<file path="src/sv/max_heap_priority_queue_top_defines.svh">
// shared assertion macros for the heap queue
`ifndef MAX_HEAP_PRIORITY_QUEUE_TOP_DEFINES_SVH
`define MAX_HEAP_PRIORITY_QUEUE_TOP_DEFINES_SVH

// condition that holds at every clock edge out of reset
`define MHPQ_ASSERT(lbl, cond) \
  lbl: assert property (@(posedge clk) disable iff (rst) (cond)) \
    else $error("heap queue check failed");

// condition that implies another in the next cycle
`define MHPQ_ASSERT_NEXT(lbl, ante, cons) \
  lbl: assert property (@(posedge clk) disable iff (rst) (ante) |=> (cons)) \
    else $error("heap queue sequence check failed");

`endif

</file>
<file path="src/sv/mhpq_pkg.sv">
`default_nettype none

package mhpq_pkg;

  localparam int DATA_W  = 32;
  localparam int COUNT_W = 8;

  localparam logic KIND_INSERT = 1'b0;
  localparam logic KIND_DELETE = 1'b1;

  typedef enum logic [1:0] {
    STAT_OK    = 2'd0,
    STAT_EMPTY = 2'd1,
    STAT_FULL  = 2'd2
  } status_t;

  typedef enum logic [3:0] {
    DP_NONE,
    DP_LOAD_INS,
    DP_LOAD_DEL,
    DP_TAKE_LAST,
    DP_READ_UP,
    DP_SWAP_UP,
    DP_READ_DN,
    DP_SWAP_DN,
    DP_PLACE
  } dp_op_t;

  typedef struct packed {
    dp_op_t  op;
    logic    load_out;
    status_t status;
  } cmd_t;

  typedef struct packed {
    logic full;
    logic empty;
    logic pos_zero;
    logic up_swap;
    logic dn_stop;
  } sts_t;

endpackage

`default_nettype wire

</file>
<file path="src/sv/mhpq_ctrl.sv">
`default_nettype none
`include "max_heap_priority_queue_top_defines.svh"

module mhpq_ctrl (
  input  wire logic           clk,
  input  wire logic           rst,
  input  wire logic           in_valid,
  output logic                in_ready,
  input  wire logic           kind,
  output logic                out_valid,
  input  wire logic           out_ready,
  output mhpq_pkg::cmd_t      cmd,
  input  wire mhpq_pkg::sts_t sts
);

  typedef enum logic [2:0] {
    ST_IDLE,
    ST_UP_RD,
    ST_UP_CMP,
    ST_DN_LAST,
    ST_DN_RD,
    ST_DN_CMP,
    ST_FIN
  } state_t;

  state_t             state;
  state_t             state_next;
  mhpq_pkg::status_t  stat;
  mhpq_pkg::status_t  stat_next;
  logic               out_valid_next;

  assign in_ready = (state == ST_IDLE);

  always_comb begin
    state_next     = state;
    stat_next      = stat;
    out_valid_next = out_valid && !out_ready;
    cmd.op         = mhpq_pkg::DP_NONE;
    cmd.load_out   = 1'b0;
    cmd.status     = stat;
    unique case (state)
      ST_IDLE: begin
        if (in_valid) begin
          stat_next = mhpq_pkg::STAT_OK;
          if (kind == mhpq_pkg::KIND_DELETE) begin
            if (sts.empty) begin
              stat_next  = mhpq_pkg::STAT_EMPTY;
              state_next = ST_FIN;
            end else begin
              cmd.op     = mhpq_pkg::DP_LOAD_DEL;
              state_next = ST_DN_LAST;
            end
          end else if (sts.full) begin
            stat_next  = mhpq_pkg::STAT_FULL;
            state_next = ST_FIN;
          end else begin
            cmd.op     = mhpq_pkg::DP_LOAD_INS;
            state_next = ST_UP_RD;
          end
        end
      end
      ST_UP_RD: begin
        if (sts.pos_zero) begin
          cmd.op     = mhpq_pkg::DP_PLACE;
          state_next = ST_FIN;
        end else begin
          cmd.op     = mhpq_pkg::DP_READ_UP;
          state_next = ST_UP_CMP;
        end
      end
      ST_UP_CMP: begin
        if (sts.up_swap) begin
          cmd.op     = mhpq_pkg::DP_SWAP_UP;
          state_next = ST_UP_RD;
        end else begin
          cmd.op     = mhpq_pkg::DP_PLACE;
          state_next = ST_FIN;
        end
      end
      ST_DN_LAST: begin
        // last element becomes the moving key; nothing left if the count hit zero
        cmd.op     = mhpq_pkg::DP_TAKE_LAST;
        state_next = sts.empty ? ST_FIN : ST_DN_RD;
      end
      ST_DN_RD: begin
        cmd.op     = mhpq_pkg::DP_READ_DN;
        state_next = ST_DN_CMP;
      end
      ST_DN_CMP: begin
        if (sts.dn_stop) begin
          cmd.op     = mhpq_pkg::DP_PLACE;
          state_next = ST_FIN;
        end else begin
          cmd.op     = mhpq_pkg::DP_SWAP_DN;
          state_next = ST_DN_RD;
        end
      end
      ST_FIN: begin
        if (!out_valid || out_ready) begin
          cmd.load_out   = 1'b1;
          out_valid_next = 1'b1;
          state_next     = ST_IDLE;
        end
      end
      default: state_next = ST_IDLE;
    endcase
  end

  always_ff @(posedge clk) begin
    if (rst) begin
      state     <= ST_IDLE;
      out_valid <= 1'b0;
      stat      <= mhpq_pkg::STAT_OK;
    end else begin
      state     <= state_next;
      out_valid <= out_valid_next;
      stat      <= stat_next;
    end
  end

  `MHPQ_ASSERT_NEXT(a_accept_leaves_idle, in_valid && in_ready, state != ST_IDLE)
  `MHPQ_ASSERT_NEXT(a_load_shows_result, cmd.load_out, out_valid && state == ST_IDLE)

endmodule

`default_nettype wire

</file>
<file path="config.mk">
export PLATFORM = sky130hd
export DESIGN_NAME = mhpq_ctrl
export DESIGN_NICKNAME = d
export VERILOG_FILES = /design/src/sv/mhpq_pkg.sv /design/src/sv/mhpq_ctrl.sv
export VERILOG_INCLUDE_DIRS = /design/src /design/src/sv
export SDC_FILE = /design/constraint.sdc
export NUM_CORES = 1
export LEC_CHECK = 0
export BUFFER_PORTS_ARGS = -buffer_cell sky130_fd_sc_hd__buf_4
export CORE_AREA = 2 2 39 41
export DETAILED_ROUTE_END_ITERATION = 12
export DIE_AREA = 0 0 41 43
export SETUP_SLACK_MARGIN = 0.5
export SLEW_MARGIN = 0
export SYNTH_ARGS = -nofsm -noshare
export SYNTH_HDL_FRONTEND = slang
export SYNTH_SLANG_ARGS = --single-unit
</file>
<file path="constraint.sdc">
create_clock -name clk -period 2.8 [get_ports clk]
set_clock_uncertainty 0.15 [all_clocks]
set_input_delay 0.56 -clock clk [delete_from_list [all_inputs] [get_ports clk]]
set_output_delay 0.56 -clock clk [all_outputs]
set_load 0.02 [all_outputs]
</file>
# Word level (Yosys, flattened, before mapping)
# Cells that the tools add are included.
# totals
register_bits	6
output_inout_bits	9
elab_cells	43
# op_classes
n_eq_ne	8
n_mux	25
reduce_logical	7
# op_table
operator	count
$pmux W4 S6	1
$mux W3	7
$pmux W3 S7	1
$mux W4	5
$mux W2	5
$eq A3 B3 Y1 const B	3
$eq A3 B2 Y1 const B	2
$mux W1	6
$ne A2 B2 Y1 const B	2
$reduce_and A2 Y1	2
$eq A3 B1 Y1 const B	1
$logic_not A3 Y1	1
$logic_not A1 Y1	2
$logic_and A1 B1 Y1	1
$logic_or A1 B1 Y1	1

# Longest topological paths before layout
# depth
word_depth	4
mapped_depth	5
ltp_nobuf	4

# Least setup slack after synthesis
# OpenSTA, ideal clock, no wires.
# synth_path
path_kind	reg2out
from	register state[2]
to	output port cmd[3] (netlist name)
arrival_time_ps	1604
t_required_ps	2090
path_slack_ps	486
stages_incl_launch_ff	5
path_buffers	1
cell_sequence	dfxtp_1 > buf_6 > nor3_2 > nand2_1 > o311ai_1
# synth_rtl
element	line	rtl
start, declared	mhpq_ctrl.sv:26	state_t state;
start signal, assigned	mhpq_ctrl.sv:115	state <= state_next;
end, declared	mhpq_ctrl.sv:12	output mhpq_pkg::cmd_t cmd,

==> run summary <==
initial antenna violation count: 0
CTS clock-pin slew for the worst setup and hold paths: 40 ps
Seq/Total Area, Yosys: 24.1%
detailed placement HPWL: 874 um
CTS tree: built
syn nets: 71
layout cells sized above 1: 40.0%
commonest register cell after synthesis: dfxtp_1
GRT Resource Usage Total: 14.7%
DIE HEIGHT: 43 um
final period utilization: 78.7%
r2r endpoint: state[2]
status: finished, final reports clean
Reg2Reg Depth: 5
synth warn: 0
crit path to: cmd[6]
H-tree levels: 1
FP Rows: 14
Initial Util: 36.1%
Final Hold Fails: 0
Startpoint Class: flip-flop
CP Max Fanout: 14
design area: 688 um^2
post-route insts no fill: 96
Slew headroom: 80.0%
top cell type by total area after synthesis: dfxtp_1
most frequent cell after synthesis: nand2_1
top cells by count, synth: nand2_1, nor2_1, a21oi_1, dfxtp_1, nand2b_1
core area: 1380 um^2
CP Launch Point: state[0]
grt ovf: 0
Multi-input gate area: 367 um^2
worst min-delay path class: flip-flop to flip-flop
Starting DRT DRC Count: 19
fillers: 148
Lkg Pwr: 0.294 nW
main combinational cell family by area after synthesis: compound AO/OA/AOI/OAI gates
Final Critical Period: 2200 ps
Ant. Diodes: 0
Avg Cell Area, Syn: 8.18 um^2
PnR worst setup slack: 598 ps
RSZ-0062 raised after global routing: yes
post-route ant nets: 0
share of synthesized registers carrying an async set or reset: 0%
first-pass GRT wire length: 1770 um
Worst EP arrival: 1490 ps
pin count of the biggest net entering global routing: 16
Crit Path Class: flip-flop to output pin
max cap viols: 0
placed cell count: 93
clk root buf: clkbuf_4
XOR/XNOR share of the synthesized area: 0%
Least-Margin Pin Slew: 300 ps
dpl ws: 614 ps
worst skew pair latency: 240 ps
DR WL/cell: 11.7 um
Reg2Reg Setup Slack: 1300 ps
Req. time, crit path: 2090 ps
register area: 125 um^2
Die Area: 1760 um^2
nets@finish: 92
maximum vdd drop: 0.532 mV
ranking of synthesized cells by area: dfxtp_1, a21oi_1, nand2_1, nor2_1, nand4b_4
Placement Cell Area: 646 um^2
Netlist Area Pre-Place: 499 um^2
CTS Buffer Depth: 2
Area Growth Syn to Fin: 37.8%
Min Hold Slack: 302 ps
vias in the first global route: 425
io pins: 19
Die W: 41 um
Num Clock Sinks: 6
DRT Pass-1 Iters: 4
Finish-stage setup viols: 0
Fmax: 454 MHz
share of the synthesized area in the top cell type: 24.1%
CTS buffer count: 3
Setup Buffers After CTS: 0
Slew Viols, Final: 0
Synth Area in Adders: 0%
final setup TNS: 0 ps
PortBufs: 18
Post-Synthesis Cells: 61
EDFF count, synth: 0
flops & latches, synth: 6
Worst setup EP type: output pin
Reg-to-Reg Start: state[0]
Final Routed Wirelength: 1120 um
compound-gate portion of the synthesized area: 35.3%
DR vias/cell: 5.32
Yosys cell types: 34
gpl congestion: 0.752
P per Cell Area: 962 nW/um^2
mux share of post-synthesis cell area: 0%
simple logic cell fraction of the synthesized area: 34.3%
Vias: 511
DRC errors left: 0
[worst max-delay path, stage by stage, from the launching register on]
cell      delay, ps
dfxtp_1         380
buf_6           190
nor2_1           60
a2bb2o_1        290
a31o_1          190
buf_4           150
[placed cells by master (no fill, tap or decap)]
master     Yosys  final
or3_4          1      1
nand4b_4       1      1
nor2_1         7      7
a211oi_2       1      1
nor2b_1        2      2
o211ai_1       1      1
o311ai_2       0      1
a221o_1        1      1
o2bb2ai_1      1      1
a22o_1         1      1
o21ai_0        1      1
a21oi_1        6      6
nor2b_4        1      1
clkbuf_4       0      3
o22a_1         1      1
a2bb2o_1       1      1
inv_1          2      2
dfxtp_2        0      1
a21oi_4        1      1
dfxtp_4        0      1
nand2_1        8      8
nor3_4         0      1
o32ai_1        1      1
o22ai_1        1      1
and3_1         1      1
dfxtp_1        6      4
nor3b_2        0      1
buf_4          1     18
nand4_1        1      1
nand2b_1       3      3
a31o_1         1      1
a211oi_1       1      1
o21bai_1       1      1
buf_6          1      1
o221a_1        1      1
nand3_1        1      1
[state kept, by name, indices dropped and copies added (netlist names)]
signal	count
stat	2
out_valid	1
state	3
[metrics by stage]
| stage | util (%) | total power (W) |
|---|---|---|
| after detailed placement | 46.7 | 0.000565 |
| after global placement | 46.7 | 0.000565 |
| after CTS | 48.5 | 0.000652 |
| final | 49.7 | 0.000662 |
| after floorplan | - | 0.000453 |
| after global routing | 49.7 | 0.000713 |
[how the worst min path moves through the flow]
| stage | to | start | slack [ps] | cells past startpoint |
|---|---|---|---|---|
| final | stat[0] | stat[0] | 300 | 2 |
| after global routing | stat[0] | stat[0] | 320 | 2 |
| after CTS | stat[0] | stat[0] | 300 | 2 |
| after detailed placement | stat[0] | stat[0] | 300 | 2 |
| after global placement | stat[0] | stat[0] | 300 | 2 |
| after floorplan | stat[0] | stat[0] | 380 | 2 |
[power by group]
| group | internal [W] | total, W | switching [W] |
|---|---|---|---|
| clock network | 0.0000484 | 0.0000783 | 0.0000299 |
| registers | 0.000114 | 0.000178 | 0.0000644 |
| logic | 0.000196 | 0.000406 | 0.000210 |
[per-layer routing]
layer | track usage, % | vias to the layer above | share of wire [%]
li1 | - | 265 | -
met1 | 20.4 | 227 | 46
met2 | 20.3 | 17 | 46
met3 | 3.14 | 2 | 7.0
met4 | 8.00 | 0 | 0.71
met5 | 0 | - | 0
[cell type report]
type	count	share of cell area, %
inverters	2	1.09
well taps	16	2.91
repair buffers	19	21.3
multi-input cells	50	53.3
flip-flops and latches	6	18.2
clock buffers	3	3.27
[logic make-up (layout without fill, tap and decap cells)]
group                  after synthesis  in the layout
AOI/OAI and AO/OA                   22             22
buffers and inverters                5             24
DFF                                  6              6
and+or+nand+nor                     28             28
[what timing repair did]
action | 4_1_cts | 5_1_grt
resized for setup | 2 | 4
hold buffers | 0 | 0
setup endpoints to repair | 4 | 3
Power figures use the tool's default switching activity.
